<file path="config.mk">
export PLATFORM = sky130hd
export DESIGN_NAME = gamepad_frame_decoder_core
export DESIGN_NICKNAME = d
export VERILOG_FILES = /design/src/rtl/gfd_pkg.sv /design/src/rtl/gamepad_frame_decoder_core.sv /design/src/rtl/gfd_axis.sv
export SDC_FILE = /design/constraint.sdc
export NUM_CORES = 1
export LEC_CHECK = 0
export BUFFER_PORTS_ARGS = -buffer_cell sky130_fd_sc_hd__buf_2
export CAP_MARGIN = 20
export CORE_MARGIN = 2
export CORE_UTILIZATION = 40
export CTS_CLUSTER_DIAMETER = 200
export DETAILED_ROUTE_END_ITERATION = 8
export SYNTH_ARGS = -nofsm -noshare
export SYNTH_HDL_FRONTEND = slang
export SYNTH_SLANG_ARGS = --single-unit
</file>
<file path="constraint.sdc">
create_clock -name clk -period 5.8 [get_ports clk]
set_input_delay 0.29 -clock clk [delete_from_list [all_inputs] [get_ports clk]]
set_output_delay 0.29 -clock clk [all_outputs]
set_load 0.02 [all_outputs]
</file>
<file path="src/rtl/gfd_pkg.sv">
// ----------------------------------------------------------------------------
// gfd_pkg: shared definitions for the gamepad frame decoder
// Field widths, frame positions, button bit numbers, register indexes and
// reset values used by the decoder core, its axis units and its checker.
// ----------------------------------------------------------------------------
package gfd_pkg;

  // Field widths
  localparam int unsigned BYTE_W     = 8;
  localparam int unsigned POS_W      = 4;
  localparam int unsigned DEADBAND_W = 7;
  localparam int unsigned AXIS_W     = 9;
  localparam int unsigned AXIS_X_W   = 8;

  // Stream and configuration port widths
  localparam int unsigned IN_TDATA_W  = 8;
  localparam int unsigned IN_TUSER_W  = 4;
  localparam int unsigned OUT_TDATA_W = 32;
  localparam int unsigned CFG_ADDR_W  = 1;
  localparam int unsigned CFG_DATA_W  = 8;

  // Stick rest value; a centered axis is the byte minus this value
  localparam logic [BYTE_W-1:0] CENTER_VALUE = 8'd127;

  // Reset values of the configuration registers and captured bytes
  localparam logic [BYTE_W-1:0]     ANALOG_ID_RST = 8'h73;
  localparam logic [DEADBAND_W-1:0] DEADBAND_RST  = 7'd1;
  localparam logic [BYTE_W-1:0]     MODE_RST      = 8'h00;
  localparam logic [BYTE_W-1:0]     BUTTONS_RST   = 8'hFF;

  // Configuration register indexes
  typedef enum logic [CFG_ADDR_W-1:0] {
    REG_ANALOG_ID = 1'b0,
    REG_DEADBAND  = 1'b1
  } cfg_reg_t;

  // Byte positions within the poll frame
  localparam logic [POS_W-1:0] POS_MODE    = 4'd1;
  localparam logic [POS_W-1:0] POS_BUTTONS = 4'd4;
  localparam logic [POS_W-1:0] POS_STICK_Z = 4'd5;
  localparam logic [POS_W-1:0] POS_STICK_Y = 4'd7;
  localparam logic [POS_W-1:0] POS_STICK_X = 4'd8;

  // Active-low button bits that drive the mode latches
  localparam int unsigned Y_SET_BIT     = 4;
  localparam int unsigned AVOID_CLR_BIT = 5;
  localparam int unsigned Y_CLR_BIT     = 6;
  localparam int unsigned AVOID_SET_BIT = 7;

endpackage

</file>
<file path="src/rtl/gamepad_frame_decoder_core.sv">
// ----------------------------------------------------------------------------
// gamepad_frame_decoder_core: poll frame decoder for an analog gamepad
// Captures mode, button and stick bytes of one poll frame and emits one
// decoded result per frame with centered axes and the two mode latches.
// ----------------------------------------------------------------------------
// Usage:
//   The in_ stream carries one response byte per transfer: in_tdata holds the
//   byte, in_tuser its position in the frame and in_tlast marks the frame's
//   final byte. Each final byte yields one transfer on the out_ stream; other
//   bytes yield none.
//   A final byte passes through the input register, then the decode logic
//   into the result register behind out_tvalid. Throughput is one byte per
//   cycle while in_tready is high, set by the single input register stage;
//   a new byte is taken while a result waits in the output register.
//   If the receiver stalls, the waiting result holds; a further final byte
//   parks in the input register and in_tready drops until the output frees.
//   Non-final bytes keep flowing during a stall.
//   The user writes configuration via cfg_wr_en, cfg_addr and cfg_wdata only
//   while the block is idle; the block does not enforce it. Reset restores the
//   analog ID 0x73, deadband 1, clears both latches, centers captured frame.
// ----------------------------------------------------------------------------
module gamepad_frame_decoder_core (
  input  logic                                clk,
  input  logic                                rst_n,
  // Input stream
  input  logic                                in_tvalid,
  output logic                                in_tready,
  input  logic [gfd_pkg::IN_TDATA_W-1:0]      in_tdata,   // [7:0] byte_value
  input  logic [gfd_pkg::IN_TUSER_W-1:0]      in_tuser,   // [3:0] byte_pos
  input  logic                                in_tlast,   // frame_end
  // Result stream
  output logic                                out_tvalid,
  input  logic                                out_tready,
  // [0] online, [8:1] axis_x, [17:9] axis_y, [26:18] axis_z,
  // [27] y_enabled, [28] avoid_disabled, [31:29] zero
  output logic [gfd_pkg::OUT_TDATA_W-1:0]     out_tdata,
  // Configuration port
  input  logic                                cfg_wr_en,
  input  logic [gfd_pkg::CFG_ADDR_W-1:0]      cfg_addr,
  input  logic [gfd_pkg::CFG_DATA_W-1:0]      cfg_wdata
);

  // Configuration registers
  logic [gfd_pkg::BYTE_W-1:0]     analog_id_r;
  logic [gfd_pkg::DEADBAND_W-1:0] deadband_r;

  // Input register stage
  logic                        s1_valid_r, s1_valid_nxt;
  logic [gfd_pkg::BYTE_W-1:0]  s1_byte_r;
  logic [gfd_pkg::POS_W-1:0]   s1_pos_r;
  logic                        s1_last_r;
  logic                        s1_adv;
  logic                        in_xfer;

  // Captured frame bytes and mode latches
  logic [gfd_pkg::BYTE_W-1:0]  mode_r, mode_nxt;
  logic [gfd_pkg::BYTE_W-1:0]  buttons_r, buttons_nxt;
  logic [gfd_pkg::BYTE_W-1:0]  stick_z_r, stick_z_nxt;
  logic [gfd_pkg::BYTE_W-1:0]  stick_y_r, stick_y_nxt;
  logic [gfd_pkg::BYTE_W-1:0]  stick_x_r, stick_x_nxt;
  logic                        y_en_r, y_en_nxt;
  logic                        avoid_dis_r, avoid_dis_nxt;

  // Frame view with the byte in the input register applied
  logic [gfd_pkg::BYTE_W-1:0]  mode_eff, buttons_eff;
  logic [gfd_pkg::BYTE_W-1:0]  stick_z_eff, stick_y_eff, stick_x_eff;
  logic                        online;
  logic                        y_en_upd, avoid_dis_upd;

  // Axis values
  logic signed [gfd_pkg::AXIS_W-1:0]   x_cent, y_cent, z_cent;
  logic [gfd_pkg::AXIS_W-1:0]          x_neg;
  logic [gfd_pkg::AXIS_X_W-1:0]        axis_x;
  logic [gfd_pkg::AXIS_W-1:0]          axis_y, axis_z;

  // Result register
  logic                            out_valid_r, out_valid_nxt;
  logic [gfd_pkg::OUT_TDATA_W-1:0] out_data_r, out_data_nxt;
  logic                            res_load;

  // Handshake: a non-final byte never waits for the output side.
  assign s1_adv    = s1_valid_r && (!s1_last_r || !out_valid_r || out_tready);
  assign in_tready = !s1_valid_r || s1_adv;
  assign in_xfer   = in_tvalid && in_tready;
  assign res_load  = s1_adv && s1_last_r;

  always_comb begin
    s1_valid_nxt = s1_valid_r;
    if (in_xfer) begin
      s1_valid_nxt = 1'b1;
    end else if (s1_adv) begin
      s1_valid_nxt = 1'b0;
    end
  end

  // Apply the staged byte to the captured frame.
  always_comb begin
    mode_eff    = mode_r;
    buttons_eff = buttons_r;
    stick_z_eff = stick_z_r;
    stick_y_eff = stick_y_r;
    stick_x_eff = stick_x_r;
    case (s1_pos_r)
      gfd_pkg::POS_MODE:    mode_eff    = s1_byte_r;
      gfd_pkg::POS_BUTTONS: buttons_eff = s1_byte_r;
      gfd_pkg::POS_STICK_Z: stick_z_eff = s1_byte_r;
      gfd_pkg::POS_STICK_Y: stick_y_eff = s1_byte_r;
      gfd_pkg::POS_STICK_X: stick_x_eff = s1_byte_r;
      default: ;
    endcase
  end

  assign online = mode_eff == analog_id_r;

  // Latch update: the clear test comes second and wins.
  always_comb begin
    y_en_upd      = y_en_r;
    avoid_dis_upd = avoid_dis_r;
    if (online) begin
      if (!buttons_eff[gfd_pkg::Y_SET_BIT])     y_en_upd      = 1'b1;
      if (!buttons_eff[gfd_pkg::Y_CLR_BIT])     y_en_upd      = 1'b0;
      if (!buttons_eff[gfd_pkg::AVOID_SET_BIT]) avoid_dis_upd = 1'b1;
      if (!buttons_eff[gfd_pkg::AVOID_CLR_BIT]) avoid_dis_upd = 1'b0;
    end
  end

  gfd_axis u_axis_x (
    .stick_byte (stick_x_eff),
    .deadband   (deadband_r),
    .axis_val   (x_cent)
  );

  gfd_axis u_axis_y (
    .stick_byte (stick_y_eff),
    .deadband   (deadband_r),
    .axis_val   (y_cent)
  );

  gfd_axis u_axis_z (
    .stick_byte (stick_z_eff),
    .deadband   (deadband_r),
    .axis_val   (z_cent)
  );

  // X is negated; its range -128..127 fits eight bits.
  assign x_neg  = ~x_cent + 9'd1;
  assign axis_x = online ? x_neg[gfd_pkg::AXIS_X_W-1:0] : '0;
  assign axis_y = (online && y_en_upd) ? y_cent : '0;
  assign axis_z = online ? z_cent : '0;

  // Next state of the captured frame, latches and result register.
  always_comb begin
    mode_nxt      = mode_r;
    buttons_nxt   = buttons_r;
    stick_z_nxt   = stick_z_r;
    stick_y_nxt   = stick_y_r;
    stick_x_nxt   = stick_x_r;
    y_en_nxt      = y_en_r;
    avoid_dis_nxt = avoid_dis_r;
    out_valid_nxt = out_valid_r;
    out_data_nxt  = out_data_r;
    if (out_tready) begin
      out_valid_nxt = 1'b0;
    end
    if (res_load) begin
      // Frame done: report and restart the capture from rest values.
      mode_nxt      = gfd_pkg::MODE_RST;
      buttons_nxt   = gfd_pkg::BUTTONS_RST;
      stick_z_nxt   = gfd_pkg::CENTER_VALUE;
      stick_y_nxt   = gfd_pkg::CENTER_VALUE;
      stick_x_nxt   = gfd_pkg::CENTER_VALUE;
      y_en_nxt      = y_en_upd;
      avoid_dis_nxt = avoid_dis_upd;
      out_valid_nxt = 1'b1;
      out_data_nxt  = {3'b000, avoid_dis_upd, y_en_upd, axis_z, axis_y, axis_x, online};
    end else if (s1_adv) begin
      mode_nxt    = mode_eff;
      buttons_nxt = buttons_eff;
      stick_z_nxt = stick_z_eff;
      stick_y_nxt = stick_y_eff;
      stick_x_nxt = stick_x_eff;
    end
  end

  // Control and captured state
  always_ff @(posedge clk) begin
    if (!rst_n) begin
      analog_id_r <= gfd_pkg::ANALOG_ID_RST;
      deadband_r  <= gfd_pkg::DEADBAND_RST;
      s1_valid_r  <= 1'b0;
      mode_r      <= gfd_pkg::MODE_RST;
      buttons_r   <= gfd_pkg::BUTTONS_RST;
      stick_z_r   <= gfd_pkg::CENTER_VALUE;
      stick_y_r   <= gfd_pkg::CENTER_VALUE;
      stick_x_r   <= gfd_pkg::CENTER_VALUE;
      y_en_r      <= 1'b0;
      avoid_dis_r <= 1'b0;
      out_valid_r <= 1'b0;
    end else begin
      if (cfg_wr_en) begin
        case (gfd_pkg::cfg_reg_t'(cfg_addr))
          gfd_pkg::REG_ANALOG_ID: analog_id_r <= cfg_wdata;
          gfd_pkg::REG_DEADBAND:  deadband_r  <= cfg_wdata[gfd_pkg::DEADBAND_W-1:0];
          default: ;
        endcase
      end
      s1_valid_r  <= s1_valid_nxt;
      mode_r      <= mode_nxt;
      buttons_r   <= buttons_nxt;
      stick_z_r   <= stick_z_nxt;
      stick_y_r   <= stick_y_nxt;
      stick_x_r   <= stick_x_nxt;
      y_en_r      <= y_en_nxt;
      avoid_dis_r <= avoid_dis_nxt;
      out_valid_r <= out_valid_nxt;
    end
  end

  // Payload registers
  always_ff @(posedge clk) begin
    if (in_xfer) begin
      s1_byte_r <= in_tdata;
      s1_pos_r  <= in_tuser;
      s1_last_r <= in_tlast;
    end
    out_data_r <= out_data_nxt;
  end

  assign out_tvalid = out_valid_r;
  assign out_tdata  = out_data_r;

endmodule

</file>
<file path="src/rtl/gfd_axis.sv">
// ----------------------------------------------------------------------------
// gfd_axis: stick byte centering with deadband
// Subtracts the rest value from a stick byte and forces the result to zero
// when its magnitude is at or below the configured deadband.
// ----------------------------------------------------------------------------
module gfd_axis (
  input  logic [gfd_pkg::BYTE_W-1:0]     stick_byte,
  input  logic [gfd_pkg::DEADBAND_W-1:0] deadband,
  output logic signed [gfd_pkg::AXIS_W-1:0] axis_val
);

  logic [gfd_pkg::AXIS_W-1:0] centered;
  logic [gfd_pkg::AXIS_W-1:0] magnitude;
  logic                       in_band;

  // Centered value spans -127..128, which fits the 9-bit signed result.
  assign centered  = {1'b0, stick_byte} - {1'b0, gfd_pkg::CENTER_VALUE};
  assign magnitude = centered[gfd_pkg::AXIS_W-1] ? (~centered + 9'd1) : centered;
  assign in_band   = magnitude <= {2'b00, deadband};

  assign axis_val = in_band ? '0 : $signed(centered);

endmodule

</file>
# Word-level counts from Yosys, hierarchy flattened
# Index checks and enable logic that the tools add are counted.
[totals] out_inout_bits=34 register_bits=101 elab_cells=80 inputBits=27
[classes] bitwise_logic=8 eq_ne=6 n_mux=19 n_reduce_logical=18 magnitude_cmp=3 addsub=7
[ops] op="$mux 8" n=6
[ops] op="$add 9x1->9 const B" n=3
[ops] op="$le 9x7->1" n=3
[ops] op="$mux 9" n=3
[ops] op="$not 9->9" n=3
[ops] op="$sub 8x7->9 const B" n=3
[ops] op="$eq 4x3->1 const B" n=3
[ops] op="$mux 1" n=10
[ops] op="$add 8x1->8 const B" n=1
[ops] op="$eq 8x8->1" n=1
[ops] op="$not 8->8" n=1
[ops] op="$reduce_and 2->1" n=3
[ops] op="$reduce_or 2->1" n=3
[ops] op="$eq 4x1->1 const B" n=1
[ops] op="$eq 4x4->1 const B" n=1
[ops] op="$logic_and 1x1->1" n=4
[ops] op="$not 1->1" n=4
[ops] op="$reduce_bool 2->1" n=2
[ops] op="$logic_not 1->1" n=3
[ops] op="$logic_or 1x1->1" n=3

# Depth between registers and ports, before layout
# Gate-level depths: netlist (run 1).
[depth] depth_word=10 ltp_mapped=24 mapped_depth_nobuf=21

# Hierarchy
# A second synthesis (run 1) with hierarchy kept.
[unflattened] cells_unflattened=690 area_unflattened_um2=6178.4
[modules_own_cells] mod="gamepad_frame_decoder_core" cells_each=423 n_inst=1 area_each_um2=4282.9
[modules_own_cells] mod="gfd_axis" cells_each=89 n_inst=3 area_each_um2=631.9

# Worst setup path before layout (run 1)
# No wires, ideal clock.
[synth_timing] kind="flip-flop to flip-flop" from="register s1_pos_r[0] (netlist bit)" to="register out_data_r, in the netlist out_tdata[5], data pin" setup_ns=0.174 stages_incl_launch_ff=23 t_arrival_ns=4.712 slack_ns=0.914 cell_sequence="edfxtp_1 nor4b_2 buf_2 nand2_1 and2_1 inv_1 ha_1 nand3_1 xnor2_1 o32a_1 or4_1 nand2b_1 xnor2_1 ha_1 o21ai_0 a21oi_1 nor3_1 o2bb2ai_1 nand2_1 ha_1 clkbuf_1 mux2_1 a311oi_1"
[synth_via] elab_chain_len=10
[synth_lines] item="start: declaration" line="gamepad_frame_decoder_core.sv:50" source="logic [gfd_pkg::POS_W-1:0] s1_pos_r;"
[synth_lines] item="start signal: assignment" line="gamepad_frame_decoder_core.sv:223" source="s1_pos_r <= in_tuser;"
[synth_lines] item="$eq 4x4->1 *" line="gamepad_frame_decoder_core.sv:103" source="case (s1_pos_r)"
[synth_lines] item="$mux 8 *" line="gamepad_frame_decoder_core.sv:103"
[synth_lines] item="via stick_x_eff, one bit" line="gamepad_frame_decoder_core.sv:66" source="logic [gfd_pkg::BYTE_W-1:0] stick_z_eff, stick_y_eff, stick_x_eff;"
[synth_lines] item="$sub 8x7->9 *" line="gfd_axis.sv:17" source="assign centered = {1'b0, stick_byte} - {1'b0, gfd_pkg::CENTER_VALUE};"
[synth_lines] item="$not 9->9" line="gfd_axis.sv:18" source="assign magnitude = centered[gfd_pkg::AXIS_W-1] ? (~centered + 9'd1) : centered;"
[synth_lines] item="$add 9x1->9" line="gfd_axis.sv:18"
[synth_lines] item="$mux 9" line="gfd_axis.sv:18"
[synth_lines] item="$le 9x7->1" line="gfd_axis.sv:19" source="assign in_band = magnitude <= {2'b00, deadband};"
[synth_lines] item="$mux 8 *" line="gfd_axis.sv:21" source="assign axis_val = in_band ? '0 : $signed(centered);"
[synth_lines] item="$not 8->8 *" line="gamepad_frame_decoder_core.sv:146" source="assign x_neg = ~x_cent + 9'd1;"
[synth_lines] item="$add 8x1->8 *" line="gamepad_frame_decoder_core.sv:146"
[synth_lines] item="end signal: assignment" line="gamepad_frame_decoder_core.sv:226" source="out_data_r <= out_data_nxt;"
[synth_lines] item="end: declaration" line="gamepad_frame_decoder_core.sv:78" source="logic [gfd_pkg::OUT_TDATA_W-1:0] out_data_r, out_data_nxt;"
# Mark *: on every way through the listed nets, which the timed path passes. The rest lies on a longest branch.
# A chain may end at the register's enable or synchronous reset.

# Worst setup path after layout (run 1)
[layout_timing] from="register s1_pos_r[1] (netlist bit)" to="register out_data_r, in the netlist out_tdata[5], data pin"
# The elaborated chain is that of the path after synthesis.

==> out/qor.txt, run 1 <==
Status: finished, final reports clean
Mapped cell area: 0.00584 mm^2
RR Endpoint: out_tdata[5]
Total grt overflow: 0
Most frequent cells in the layout: 92 x nand2_1, 57 x buf_2, 55 x dfxtp_1
DR WL/cell: 16.8 um
Share of cells above drive strength 1: 0.148
Input/output buffers: 57
Max-Cap Viols: 0
Placed cell count: 868
Largest family of logic cells by synthesized area: simple AND/OR/NAND/NOR gates
Setup TNS: 0 ps
Core area: 0.0144 mm^2
Final Hold Fails: 0
Reg-to-reg slack, setup: 610 ps
Register area share after synthesis: 0.404
Compound-Gate Fraction of Synth Area: 0.144
Mux cell area share after synthesis: 0.0700
Postcts setup bufs: 0
# setup viols final: 0
RR Startpoint: s1_pos_r[1]
Initial core utilization: 0.405
Layout area overhead: 13.2%
CTS tree: built
Post-synthesis cell type count: 65
CP endpoint kind: flop
Critical Path RT: 5970 ps
CTS buffer count: 9
Net count, final: 748
CP arrival: 5360 ps
Non-Filler Instances: 885
LEAKAGE: 2.65 nW
Hold_buf cts: 0
Worst-margin pin slew: 914 ps
Fin crit period: 5190 ps
Final Total Pwr: 1.82 mW
Sink Count: 97
Max Clk Rate: 193 MHz
Placer congestion estimate: 0.857
CTS max path bufs: 2
Cells after Synth: 649
Drt first pass iters: 4
Number of DRC markers in iteration 0: 329
Post-synthesis register bit count: 97
Vias/cell: 5.40
DRC Markers: 0
Most common cell after layout, fill and taps aside: nand2_1
Antenna viol nets, final: 0
Hold Path Class: primary input to flop
Resize count post-CTS: 0
GRT Resource Usage Total: 0.198
Largest net degree at the start of global routing: 26
Min-delay src: in_tlast
Number of synthesized flops with an enable pin: 42
Final period util: 0.894
Latest clock arrival within the worst-skew pair: 360 ps
Reg clk slew, reported paths: 60 ps
Vias: 4781
Placement Cell Area: 0.00633 mm^2
Final setup margin: 612 ps
Adder-cell share of the synthesized area: 0.0535
CTS Root Cell: clkbuf_16
Die ar.: 0.0156 mm^2
Vias in the first global route: 4643
Drt total wl: 14900 um
Asr flop ratio synth: 0
Global-route wire length before repair: 24400 um
Slew HR: 0.389
Initial antenna violation count: 0
Critical path type: flop to flop
Die height: 125 um
Place WS: 651 ps
Avg Synthesized Cell Area: 9.00 um^2
Hold Crit Endpoint: s1_last_r
Synth Area in XOR/XNOR: 0.0705
Pwr Density: 275 mW/mm^2
Post-route cell area: 0.00661 mm^2
Diodes inserted: 0
HPWL after DPL: 10900 um
Hold Crit Depth: 1
Critical path peak fanout: 13
RSZ-0062 raised after global routing: false
Leading register cell type out of synthesis: dfxtp_1
Fin Clk Skew: 4.98 ps
Max Slew Vio Count: 0
Worst r2r path cells: 23
H-tree depth: 3
Post-synthesis simple-gate area fraction: 0.211
CP Launch Type: flop
Maximum VDD drop: 0.000129 V
Ports: 61
Die width: 125 um
Yosys Warn Count: 0
FP Rows: 44
kinds of logic after synthesis:
| logic type | count (synthesis) |
|---|---|
| AND/OR/NAND/NOR | 253 |
| AO/OA/AOI/OAI | 121 |
| flip-flops | 97 |
| buffers and inverters | 65 |
| XOR/XNOR | 47 |
| multiplexers | 40 |
| adder cells (fa/ha/maj) | 25 |
| other | 1 |
stage by stage:
step	utilization	hold WS, ps
after floorplan	-	389
after global placement	0.439	443
after detailed placement	0.439	450
after CTS	0.458	94.2
after global routing	0.458	93.4
final	0.458	107
registers in the layout, indices dropped and copies added (netlist names):
name / flops
stick_y_r: 8
mode_r: 8
s1_last_r: 1
s1_byte_r: 8
avoid_dis_r: 1
out_tdata: 29
s1_pos_r: 4
stick_x_r: 8
analog_id_r: 8
stick_z_r: 8
out_tvalid: 1
s1_valid_r: 1
deadband_r: 7
y_en_r: 1
buttons_r: 4
worst max path at each step:
stage / to / slack (ps) / cells past startpoint / startpoint
global route: out_tdata[5] / 140 / 23 / s1_pos_r[1]
floorplan: out_tdata[5] / 910 / 22 / s1_pos_r[0]
global placement: out_tdata[5] / 830 / 23 / s1_pos_r[1]
detailed placement: out_tdata[5] / 650 / 23 / s1_pos_r[0]
CTS: out_tdata[5] / 610 / 23 / s1_pos_r[1]
finish: out_tdata[5] / 610 / 23 / s1_pos_r[1]
power breakdown:
part           internal (mW)  switching, mW
clock network          0.315          0.261
logic                  0.205          0.284
registers              0.735         0.0216
total                   1.25          0.566
cell type report:
class / count / area (um^2)
clock buffers: 12 / 256
clock inverters: 4 / 23.8
fillers: 1435 / 7810
inverters: 24 / 90.1
multi-input cells: 489 / 3230
flip-flops and latches: 97 / 2360
well taps: 184 / 230
repair buffers: 75 / 418
routing by layer:
metal  track usage  vias up  part of all wire
met5             0        -                 0
met4        0.0974        0             0.040
met1         0.265     2228              0.47
met3        0.0399       27             0.045
li1              -     2404                 -
met2         0.304      122              0.45
cells in the mapped netlist, drive strengths merged, types with 9 or more instances:
cell type / n / area [um^2]
a21boi: 11 / 82.6
a21oi: 26 / 130
clkbuf: 33 / 124
dfxtp: 55 / 1100
edfxtp: 42 / 1260
ha: 25 / 313
inv: 24 / 90.1
mux2i: 36 / 364
nand2: 92 / 345
nand3: 53 / 265
nor2: 42 / 158
nor2b: 10 / 62.6
o211ai: 14 / 105
o21a: 9 / 67.6
o21ai: 21 / 109
xnor2: 33 / 289
xor2: 14 / 123
critical path: stages (launching register included):
cell,delay (ps)
edfxtp_1,470
nor4b_2,280
buf_4,260
nand2_1,70
and2_1,200
inv_1,130
ha_1,290
nand3_1,120
xnor2_1,190
o32a_1,320
or4_1,560
nand2b_1,130
xnor2_1,130
ha_1,270
o21ai_0,80
a21oi_1,70
nor3_1,140
o2bb2ai_1,90
buf_4,160
nand2_1,70
ha_1,280
a21oi_1,100
mux2_1,310
a311oi_1,270
(Power assumes the default switching activity.)
==> run 2, diff against run 1 <==
--- a/config.mk
+++ b/config.mk
@@ -13,4 +13,5 @@
 export DETAILED_ROUTE_END_ITERATION = 8
 export SYNTH_ARGS = -nofsm -noshare
 export SYNTH_HDL_FRONTEND = slang
+export SYNTH_HIERARCHICAL = 1
 export SYNTH_SLANG_ARGS = --single-unit
==> run 2 against run 1 <==
Sequential power grew 0.7%. Utilization down 0.99 points. Area after synthesis is 5.5% higher. Count of clock-buffer cells in the layout down 3. Flip-flop and latch count unchanged. Sequential share of layout area shrank 0.95 points. Global-route usage down 1.7 points.
==> out/qor.txt, run 2 <==
Status: finished, final reports clean
DRC Markers: 0 (unchanged)
CTS Root Cell: clkbuf_16
Top delay family on crit path: simple AND/OR/NAND/NOR gates
FP Rows: 45 (+2.3%)
Total grt overflow: 0 (unchanged)
Latest clock arrival within the worst-skew pair: 360 ps (about the same)
Antenna viol nets, final: 0 (unchanged)
Global-route wire length before repair: 23600 um (-3.5%)
Worst-margin pin slew: 1030 ps (+112 ps)
LEAKAGE: 2.84 nW (+7.3%)
# setup viols final: 0 (unchanged)
Number of DRC markers in iteration 0: 324 (-1.5%)
Hold Crit Depth: 1 (unchanged)
Max Clk Rate: 189 MHz (-2.0%)
Diodes inserted: 0 (unchanged)
Place WS: 370 ps (-281 ps)
Core area: 0.0151 mm^2 (+5.0%)
Final setup margin: 506 ps (-107 ps)
CTS buffer count: 9 (unchanged)
CP endpoint kind: flop
Vias/cell: 5.46 (+1.1%)
Post-route cell area: 0.00679 mm^2 (+2.7%)
Cells after Synth: 687 (+5.9%)
Initial core utilization: 0.407 (+0.00209)
Worst r2r path cells: 18 (-22%)
Setup TNS: 0 ps (unchanged)
RR Startpoint: s1_pos_r[1]
Die height: 128 um (+2.6%)
Vias in the first global route: 4805 (+3.5%)
Min-delay src: in_tlast
Placement Cell Area: 0.00649 mm^2 (+2.6%)
Die width: 128 um (+2.6%)
Hold Crit Endpoint: s1_last_r
DR WL/cell: 15.8 um (-5.9%)
Max-Cap Viols: 0 (unchanged)
H-tree depth: 3 (unchanged)
Share of cells above drive strength 1: 0.183 (+0.0342)
Critical Path RT: 5910 ps (-60 ps)
Max Slew Vio Count: 0 (unchanged)
Most frequent cells in the layout: 104 x nand2_1, 58 x nand3_1, 57 x buf_2
Vias: 4975 (+4.1%)
Mapped cell area: 0.00617 mm^2 (+5.5%)
Crit path buffers/inverters: 0 (-3)
Critical path peak fanout: 9 (-4)
Initial antenna violation count: 0 (unchanged)
Most common cell after layout, fill and taps aside: nand2_1
CTS tree: built
Net count, final: 770 (+2.9%)
Slew HR: 0.315 (-0.0738)
Ports: 61 (unchanged)
Crit-path cells: nor4b_4, mux2_2, ha_1, nand2_1, o21bai_1, a31oi_1, xnor2_1, ha_1, a211oi_1, o211a_1, a21oi_1, o21ba_2, a21oi_1, or3_1, or3_1, nor3_1, xnor2_1, and3_1
Final Hold Fails: 0 (unchanged)
Largest register FFs: 29 (unchanged)
Sink Count: 97 (unchanged)
Avg Synthesized Cell Area: 8.98 um^2 (-0.29%)
Largest net degree at the start of global routing: 37 (+42%)
Drt first pass iters: 4 (unchanged)
Reg clk slew, reported paths: 70 ps (about the same)
Yosys Warn Count: 6 (+6)
Max incr delay on CP: 540 ps (-20 ps)
GRT Resource Usage Total: 0.181 (-0.0166)
Maximum VDD drop: 0.000190 V (+47%)
Layout area overhead: 10.2%
Fin crit period: 5290 ps (+107 ps)
Critical path type: flop to flop
Hold_buf cts: 0 (unchanged)
Hold Path Class: primary input to flop
Crit path launch: s1_pos_r[1]
Die ar.: 0.0164 mm^2 (+5.4%)
CTS max path bufs: 2 (unchanged)
HPWL after DPL: 10800 um (-0.93%)
Drt total wl: 14400 um (-3.1%)
Final period util: 0.913 (+0.0184)
CP Launch Type: flop
FILL cells: 1434 (-0.070%)
CP arrival: 5400 ps (+40 ps)
RSZ-0062 raised after global routing: false
Reg-to-reg slack, setup: 510 ps (-110 ps)
RR Endpoint: out_tdata[8]
Pwr Density: 303 mW/mm^2 (+9.9%)
Fin Clk Skew: 8.08 ps (+3.09 ps)
Placer congestion estimate: 0.886 (+3.4%)
Input/output buffers: 57 (unchanged)
Crit-path slowest cell: edfxtp_1
[run 2: cell type report]
class | count | area [um^2] | share of cell area
clock buffers | 9 | 225 | 0.0331
inverters | 33 | 124 | 0.0182
flip-flops and latches | 97 | 2360 | 0.348
multi-input cells | 513 | 3440 | 0.507
clock inverters | 7 | 65.1 | 0.00958
repair buffers | 64 | 338 | 0.0497
well taps | 188 | 235 | 0.0346
[run 2: through the flow]
stage / hold WS [ps] / std cells / total power, mW / utilization
6_report: 102 / 911 / 2.06 / 0.449
5_1_grt: 92.4 / 911 / 2.18 / 0.449
4_1_cts: 92.6 / 911 / 2.07 / 0.448
3_5_place_dp: 448 / 895 / 1.48 / 0.429
3_3_place_gp: 439 / 895 / 1.46 / 0.429
2_1_floorplan: 389 / 689 / 1.35 / -
[run 2: worst max-delay path by stage]
| stage | end | slack (ps) | cells past startpoint |
|---|---|---|---|
| final | out_tdata[8] | 510 | 18 |
| after global routing | out_tdata[8] | 150 | 19 |
| after CTS | out_tdata[8] | 350 | 18 |
| after detailed placement | out_tdata[8] | 370 | 18 |
| after global placement | out_tdata[8] | 530 | 18 |
| after floorplan | out_tdata[8] | 810 | 21 |
[run 2: power by group]
part	switching, mW	internal [mW]
clock network	0.282	0.300
logic	0.403	0.310
registers	0.0266	0.736
[run 2: routing by layer]
metal  global-route usage  routed length, um  up-vias
met2                0.303               6760      122
met4               0.0640                370        0
met5                    0                  0        -
met1                0.236               6650     2349
li1                     -                  -     2476
met3               0.0326                644       28
[run 2: what timing repair did]
| action | 4_1_cts | 5_1_grt |
|---|---|---|
| hold endpoints to repair | 0 | 0 |
| setup buffers | 0 | 0 |
| gates resized for setup | 0 | 1 |
| setup endpoints to repair | 0 | 1 |
